$ cat src/rtl/tqz_pkg.sv
// Shared constants and types for the top-k magnitude ternary quantizer.
package tqz_pkg;

  localparam int SAMPLE_W    = 32;  // signed Q16.16 sample
  localparam int KEEP_W      = 7;   // keep_count register width
  localparam int DEF_MAX_DIM = 64;  // default vector capacity
  localparam int OUT_DATA_W  = 8;   // plus/minus flags padded to a byte

  // Sequencer states
  typedef enum logic [2:0] {
    ST_LOAD,   // taking samples into the store
    ST_FETCH,  // read the element being ranked
    ST_HOLD,   // latch it, start the scan at index zero
    ST_SCAN,   // one comparison per cycle over the vector
    ST_PUSH    // hand the result to the output register
  } tqz_state_t;

endpackage

$ cat src/rtl/tqz_sample_mem.sv
// Sample store: one write port, one registered read port.
module tqz_sample_mem #(
  parameter int MAX_DIM = tqz_pkg::DEF_MAX_DIM,
  parameter int IDX_W   = 6
) (
  input  logic                         clk,
  input  logic                         wr_en,
  input  logic [IDX_W-1:0]             wr_addr,
  input  logic [tqz_pkg::SAMPLE_W-1:0] wr_data,
  input  logic [IDX_W-1:0]             rd_addr,
  output logic [tqz_pkg::SAMPLE_W-1:0] rd_data
);
  import tqz_pkg::*;

  logic [SAMPLE_W-1:0] mem [MAX_DIM];

  // write on sample request
  always_ff @(posedge clk) begin
    if (wr_en) begin
      mem[wr_addr] <= wr_data;
    end
  end

  // registered read
  always_ff @(posedge clk) begin
    rd_data <= mem[rd_addr];
  end

endmodule

$ cat src/rtl/tqz_rank_cmp.sv
// Shared rank comparator: does the candidate rank ahead of the current element?
module tqz_rank_cmp #(
  parameter int IDX_W = 6
) (
  input  logic [tqz_pkg::SAMPLE_W-1:0] cur_raw,
  input  logic [IDX_W-1:0]             cur_idx,
  input  logic [tqz_pkg::SAMPLE_W-1:0] cand_raw,
  input  logic [IDX_W-1:0]             cand_idx,
  output logic                         ahead
);
  import tqz_pkg::*;

  logic [SAMPLE_W-1:0] cur_mag;
  logic [SAMPLE_W-1:0] cand_mag;

  // exact absolute value; the most negative sample maps to 2^31
  assign cur_mag  = cur_raw[SAMPLE_W-1]  ? (~cur_raw + SAMPLE_W'(1))  : cur_raw;
  assign cand_mag = cand_raw[SAMPLE_W-1] ? (~cand_raw + SAMPLE_W'(1)) : cand_raw;

  // larger magnitude first, ties to the lower index
  assign ahead = (cand_mag > cur_mag) || ((cand_mag == cur_mag) && (cand_idx < cur_idx));

endmodule

$ cat src/rtl/top_magnitude_ternary_quantizer_unit.sv
// Top level: sample loading, rank sequencer and result output register.
// Sequence: after the final sample each element is ranked in turn through
//   fetch, hold, dim compares and push.
// Throughput: one vector at a time; push waits out m_tready stalls; s_tready is
//   low from the final sample until the last result is in the output register.
// Reset (rst, synchronous): clears state, load count, keep_count and output valid only.
module top_magnitude_ternary_quantizer_unit #(
  parameter int MAX_DIM = tqz_pkg::DEF_MAX_DIM
) (
  input  logic                           clk,
  input  logic                           rst,
  // configuration write: keep_count
  input  logic                           cfg_valid,
  output logic                           cfg_ready,
  input  logic [tqz_pkg::KEEP_W-1:0]     cfg_data,
  // sample stream
  input  logic                           s_tvalid,
  output logic                           s_tready,
  input  logic [tqz_pkg::SAMPLE_W-1:0]   s_tdata,   // [31:0] sample
  input  logic                           s_tlast,   // last_sample
  // result stream
  output logic                           m_tvalid,
  input  logic                           m_tready,
  output logic [tqz_pkg::OUT_DATA_W-1:0] m_tdata,   // [0] plus_flag, [1] minus_flag, rest 0
  output logic                           m_tlast    // last_result
);
  import tqz_pkg::*;

  localparam int CNT_W = $clog2(MAX_DIM + 1);
  localparam int IDX_W = (MAX_DIM > 1) ? $clog2(MAX_DIM) : 1;

  tqz_state_t state, state_next;

  logic [KEEP_W-1:0]   keep_count;
  logic [CNT_W-1:0]    load_cnt, load_cnt_next;
  logic [CNT_W-1:0]    dim, dim_next;
  logic [KEEP_W-1:0]   keep_lat, keep_lat_next;
  logic [IDX_W-1:0]    cur_idx, cur_idx_next;
  logic [IDX_W-1:0]    cmp_idx, cmp_idx_next;
  logic [IDX_W-1:0]    ahead_cnt, ahead_cnt_next;
  logic [SAMPLE_W-1:0] cur_raw, cur_raw_next;
  logic                kept, kept_next;
  logic                out_valid_next;
  logic [OUT_DATA_W-1:0] out_data_next;
  logic                out_last_next;

  logic                s_accept;
  logic                out_free;
  logic [IDX_W-1:0]    rd_addr;
  logic [SAMPLE_W-1:0] rd_data;
  logic                cmp_ahead;
  logic [IDX_W-1:0]    ahead_sum;
  logic                scan_done;
  logic                elem_last;

  assign cfg_ready = 1'b1;
  assign s_tready  = (state == ST_LOAD);
  assign s_accept  = s_tvalid && s_tready;
  assign out_free  = !m_tvalid || m_tready;

  // keep_count register
  always_ff @(posedge clk) begin
    if (rst) begin
      keep_count <= '0;
    end else if (cfg_valid && cfg_ready) begin
      keep_count <= cfg_data;
    end
  end

  tqz_sample_mem #(
    .MAX_DIM (MAX_DIM),
    .IDX_W   (IDX_W)
  ) u_mem (
    .clk     (clk),
    .wr_en   (s_accept),
    .wr_addr (load_cnt[IDX_W-1:0]),
    .wr_data (s_tdata),
    .rd_addr (rd_addr),
    .rd_data (rd_data)
  );

  tqz_rank_cmp #(
    .IDX_W (IDX_W)
  ) u_cmp (
    .cur_raw  (cur_raw),
    .cur_idx  (cur_idx),
    .cand_raw (rd_data),
    .cand_idx (cmp_idx),
    .ahead    (cmp_ahead)
  );

  assign ahead_sum = ahead_cnt + IDX_W'(cmp_ahead);
  assign scan_done = (CNT_W'(cmp_idx) == dim - CNT_W'(1));
  assign elem_last = (CNT_W'(cur_idx) == dim - CNT_W'(1));

  // sequencer: next state and datapath
  always_comb begin
    state_next     = state;
    load_cnt_next  = load_cnt;
    dim_next       = dim;
    keep_lat_next  = keep_lat;
    cur_idx_next   = cur_idx;
    cmp_idx_next   = cmp_idx;
    ahead_cnt_next = ahead_cnt;
    cur_raw_next   = cur_raw;
    kept_next      = kept;
    rd_addr        = cur_idx;
    out_valid_next = m_tvalid && !m_tready;
    out_data_next  = m_tdata;
    out_last_next  = m_tlast;

    unique case (state)
      ST_LOAD: begin
        if (s_accept) begin
          load_cnt_next = load_cnt + CNT_W'(1);
          // a full store ends the vector too
          if (s_tlast || (load_cnt == CNT_W'(MAX_DIM - 1))) begin
            dim_next      = load_cnt + CNT_W'(1);
            keep_lat_next = keep_count;
            load_cnt_next = '0;
            cur_idx_next  = '0;
            state_next    = ST_FETCH;
          end
        end
      end
      ST_FETCH: begin
        rd_addr    = cur_idx;
        state_next = ST_HOLD;
      end
      ST_HOLD: begin
        cur_raw_next   = rd_data;
        rd_addr        = '0;
        cmp_idx_next   = '0;
        ahead_cnt_next = '0;
        state_next     = ST_SCAN;
      end
      ST_SCAN: begin
        rd_addr        = cmp_idx + IDX_W'(1);
        cmp_idx_next   = cmp_idx + IDX_W'(1);
        ahead_cnt_next = ahead_sum;
        if (scan_done) begin
          // ahead count stays below dim, so no clamp of keep is needed
          kept_next  = (KEEP_W'(ahead_sum) < keep_lat);
          state_next = ST_PUSH;
        end
      end
      ST_PUSH: begin
        if (out_free) begin
          out_valid_next = 1'b1;
          out_data_next  = '0;
          out_data_next[0] = kept && !cur_raw[SAMPLE_W-1];
          out_data_next[1] = kept && cur_raw[SAMPLE_W-1];
          out_last_next  = elem_last;
          if (elem_last) begin
            state_next = ST_LOAD;
          end else begin
            cur_idx_next = cur_idx + IDX_W'(1);
            state_next   = ST_FETCH;
          end
        end
      end
      default: state_next = ST_LOAD;
    endcase
  end

  // control registers
  always_ff @(posedge clk) begin
    if (rst) begin
      state    <= ST_LOAD;
      load_cnt <= '0;
      m_tvalid <= 1'b0;
    end else begin
      state    <= state_next;
      load_cnt <= load_cnt_next;
      m_tvalid <= out_valid_next;
    end
  end

  // payload registers
  always_ff @(posedge clk) begin
    dim       <= dim_next;
    keep_lat  <= keep_lat_next;
    cur_idx   <= cur_idx_next;
    cmp_idx   <= cmp_idx_next;
    ahead_cnt <= ahead_cnt_next;
    cur_raw   <= cur_raw_next;
    kept      <= kept_next;
    m_tdata   <= out_data_next;
    m_tlast   <= out_last_next;
  end

endmodule

$ cat config.mk
export PLATFORM = sky130hd
export DESIGN_NAME = top_magnitude_ternary_quantizer_unit
export DESIGN_NICKNAME = d
export VERILOG_FILES = /design/src/rtl/tqz_pkg.sv /design/src/rtl/tqz_sample_mem.sv /design/src/rtl/tqz_rank_cmp.sv /design/src/rtl/top_magnitude_ternary_quantizer_unit.sv
export SDC_FILE = /design/constraint.sdc
export NUM_CORES = 2
export LEC_CHECK = 0
export BUFFER_PORTS_ARGS = -buffer_cell sky130_fd_sc_hd__buf_2
export CAP_MARGIN = 20
export CORE_UTILIZATION = 45
export CTS_CLUSTER_SIZE = 20
export DETAILED_ROUTE_END_ITERATION = 8
export GPL_ROUTABILITY_DRIVEN = 0
export PLACE_DENSITY_LB_ADDON = 0.2
export SLEW_MARGIN = 10
export SYNTH_ARGS = -nofsm -noshare
export SYNTH_HDL_FRONTEND = slang
export SYNTH_SLANG_ARGS = --single-unit
export TNS_END_PERCENT = 100
$ cat constraint.sdc
create_clock -name clk -period 7.9 [get_ports clk]
set_clock_uncertainty 0.2 [all_clocks]
set_input_delay 1.185 -clock clk [delete_from_list [all_inputs] [get_ports clk]]
set_output_delay 1.185 -clock clk [all_outputs]
set_load 0.01 [all_outputs]
==> impl_metrics.csv <==
group,metric,value,unit
yosys,synth_enable_flop_cells,2116,
sta,slew-limit-headroom,23.9,%
clocking,clk_path_buf_depth,3,
clocking,post_cts_buffers,0,
critical_path,worstSetupPathType,"flip-flop to flip-flop",
yosys,synth_cell_type_count,54,
global_route,grt_pass1_vias,51280,
detailed_routing,vias,53646,
floorplan,die_y,441,um
sta,setup_tns,0,ns
floorplan,boundaryPins,57,
clocking,cts_sinks,2166,
layout,fillers,16025,
critical_path,start_kind,"flip-flop",
sta,rsz0062_at_grt,"false",
worst_hold_path,hp-class,"flip-flop to flip-flop",
global_route,overflow,0,
layout,nets,6572,
clocking,ctsResizeCount,0,
sta,hold_viol,0,
floorplan,initial_core_util,45.4,%
sta,timing.fmax,157,MHz
clocking,insertion_delay,0.86,ns
worst_hold_path,hold-path-endpoint,"keep_lat[6]",
floorplan,rows,160,
global_route,grt_max_degree,166,
clocking,numCtsBuffers,223,
yosys,synth_cells,6458,
yosys,ys.warnings.count,0,
critical_path,critPathRequiredTime,8.31,ns
yosys,synthArstFlopShare,0,%
critical_path,reg2reg_from,"cur_raw[3]",
worst_hold_path,hold_start,"keep_count[6]",
floorplan,die_x,441,um
yosys,syn_area_per_cell,13.4,um2
critical_path,critPathCaptureType,"flip-flop",
floorplan,core_area,191000,um2
clocking,cts_tree,"built",
detailed_routing,drc,0,
outcome,status,"complete, no violations",
placement,place_ws,1.56,ns
power_and_ir_drop,peakVddDrop,236,uV
clocking,htree_num_levels,4,
job,drv_cap,0,
sta,drv_slew,0,
detailed_routing,drt_first_pass_iters,5,
detailed_routing,routed_via_density,5.84,
global_route,grt_use_total,24.7,%
yosys,ys_seq_area_share,74.5,%
placement,hpwl,125000,um
yosys,synth_seq_cells,2166,
floorplan,die_area,194000,um2
detailed_routing,wl_per_cell,26.4,um
layout,area_growth,12.4,%
global_route,antenna_found_initial,17,
yosys,synth_top_area_share,73.3,%
yosys,synthFlopType,"edfxtp_1",
critical_path,rr_endpoint,"kept",
clocking,clk_root_buffer_cell,"clkbuf_16",
worst_hold_path,holdPathStages,0,
sta,setup_slack,1.53,ns
critical_path,r2r_slack,1.53,ns
sta,setup_viol,0,
detailed_routing,wirelength,243000,um
yosys,synthTopCellsByArea,"edfxtp_1, nand2_1, nand3_1",
detailed_routing,ant_nets,0,
placement,io_buffers,49,
layout,drive_gt1_share,8.86,%
critical_path,worstPathArrival,6.77,ns
yosys,yosysTopAreaCell,"edfxtp_1",
global_route,grt_pass1_wl,352000,um
yosys,syn_area,86600,um2
sta,fin_crit,6.37,ns
critical_path,reg2reg_depth,26,
sta,fin_crit_sh,80.6,%
critical_path,crit_path_max_fanout,5,
detailed_routing,drtIter0Drc,6368,
power_and_ir_drop,power_density,264,nW/um2
sta,whs,0.225,ns
power_and_ir_drop,leakage,0.0335,uW
clocking,cts_hold_buf,0,
clocking,path_clk_slew,0.06,ns
sta,worstMarginPinSlew,1.14,ns
==> power by group <==
| part | switching (uW) | internal (uW) | total, uW | leakage, uW |
|---|---|---|---|---|
| Clock | 4410 | 5550 | 9960 | 0.00335 |
| Sequential | 117 | 12700 | 12900 | 0.0195 |
| Combinational | 2030 | 877 | 2900 | 0.0107 |
| Total | 6550 | 19200 | 25700 | 0.0335 |
==> worst max path at each step <==
stage / startpoint / end / slack [ns] / cells past startpoint
floorplan: u_mem.rd_data[5] / kept / 2.05 / 25
detailed placement: cur_raw[3] / kept / 1.56 / 23
finish: cur_raw[3] / kept / 1.53 / 26
CTS: cur_raw[3] / kept / 1.53 / 26
global route: cur_raw[3] / kept / 1.23 / 23
global placement: u_mem.rd_data[5] / kept / 1.41 / 25
==> Yosys cell counts (8+ instances only) <==
| cell type | instances |
|---|---|
| o221ai_1 | 32 |
| nor2_1 | 111 |
| a21o_1 | 9 |
| mux2i_1 | 202 |
| a32oi_1 | 64 |
| nand2b_1 | 12 |
| xor2_1 | 37 |
| a21oi_1 | 20 |
| a221oi_1 | 64 |
| o31ai_1 | 22 |
| dfxtp_1 | 50 |
| o21ai_0 | 30 |
| buf_2 | 9 |
| nand2_1 | 1826 |
| a31oi_1 | 193 |
| or3_1 | 18 |
| edfxtp_1 | 2116 |
| ha_1 | 50 |
| nand3_1 | 717 |
| and3_1 | 197 |
| buf_1 | 48 |
| and2_1 | 11 |
| inv_1 | 24 |
| clkbuf_1 | 354 |
| a22oi_1 | 33 |
| nor2b_1 | 10 |
| or4_1 | 8 |
| xnor2_1 | 55 |
| a32o_1 | 64 |
==> cells by family (layout without fill, tap and decap cells) <==
logic type               Yosys count  after routing  share of synthesized area [%]
AND/OR/NAND/NOR                 2950           2950                           14.7
flip-flops                      2166           2166                           74.5
AO/OA/AOI/OAI                    553            553                           4.80
buffers and inverters            442            646                           1.96
multiplexers                     203            203                           2.35
XOR/XNOR                          92             92                          0.930
adder cells (fa/ha/maj)           50             50                          0.722
other                              2             10                        0.00867
==> flip-flops by register name, indices dropped and copies added, names as in the netlist <==
signal and count:
u_mem.mem 2048, cur_raw 32, u_mem.rd_data 32, dim 7, keep_count 7, keep_lat 7
load_cnt 7, ahead_cnt 6, cmp_idx 6, cur_idx 6, state 3, m_tdata 2
kept 1, m_tlast 1, m_tvalid 1
==> through the flow <==
step                      cells  instance area, um2  util (%)  power [uW]
after floorplan            6463               86700         -       14800
after global placement     8763               90500      47.4       16000
after detailed placement   8763               90500      47.4       16000
after CTS                  9178               97400      51.0       25900
after global routing       9178               97400      51.0       26500
final                      9181               97400      51.0       25700
==> final cells by class <==
class	count	area (um2)	area share, %
tap	2511	3140	3.23
clock inverter	127	1010	1.04
sequential	2166	64500	66.3
clock buffer	288	5860	6.01
multi-input combinational	3855	21000	21.5
antenna	3	7.51	0.00771
inverter	24	90.1	0.0925
timing repair buffer	207	1750	1.79
==> critical path, stage by stage (launching register included) <==
cell	delay, ns
edfxtp_1	0.43
or3_1	0.40
or2_2	0.29
or4_1	0.47
or2_2	0.36
or3_1	0.41
nand2b_1	0.25
o31ai_1	0.32
xor2_1	0.20
ha_1	0.27
a21o_1	0.16
a21o_1	0.17
a21oi_1	0.19
o211ai_1	0.12
a21oi_1	0.12
o21ai_0	0.09
o31a_1	0.13
ha_1	0.20
ha_1	0.29
ha_1	0.28
a21o_1	0.11
a21oi_1	0.06
nor2b_1	0.10
o21ai_0	0.08
nand2b_1	0.07
a21oi_1	0.05
or2_2	0.26
==> layout by cell type, fill, tap and decap left out, types with 42 or more instances in the layout <==
master	synthesis	routed
a221oi_1	64	64
a31oi_1	193	193
a32o_1	64	64
a32oi_1	64	64
and3_1	197	197
buf_2	9	48
buf_4	7	134
clkbuf_1	354	63
clkbuf_16	0	224
clkinv_1	0	62
dfxtp_1	50	50
edfxtp_1	2116	2116
ha_1	50	50
mux2i_1	202	202
nand2_1	1826	1826
nand3_1	717	717
nor2_1	111	42
nor2_4	0	68
xnor2_1	55	55
==> per-layer routing <==
| metal | GRT usage (%) | part of all wire (%) | vias up |
|---|---|---|---|
| met5 | 0 | 0.0087 | - |
| met4 | 7.18 | 2.7 | 4 |
| met3 | 3.99 | 7.5 | 370 |
| met2 | 39.9 | 48 | 2080 |
| met1 | 34.5 | 42 | 27245 |
| li1 | - | - | 23947 |
(Power assumes the default switching activity.)
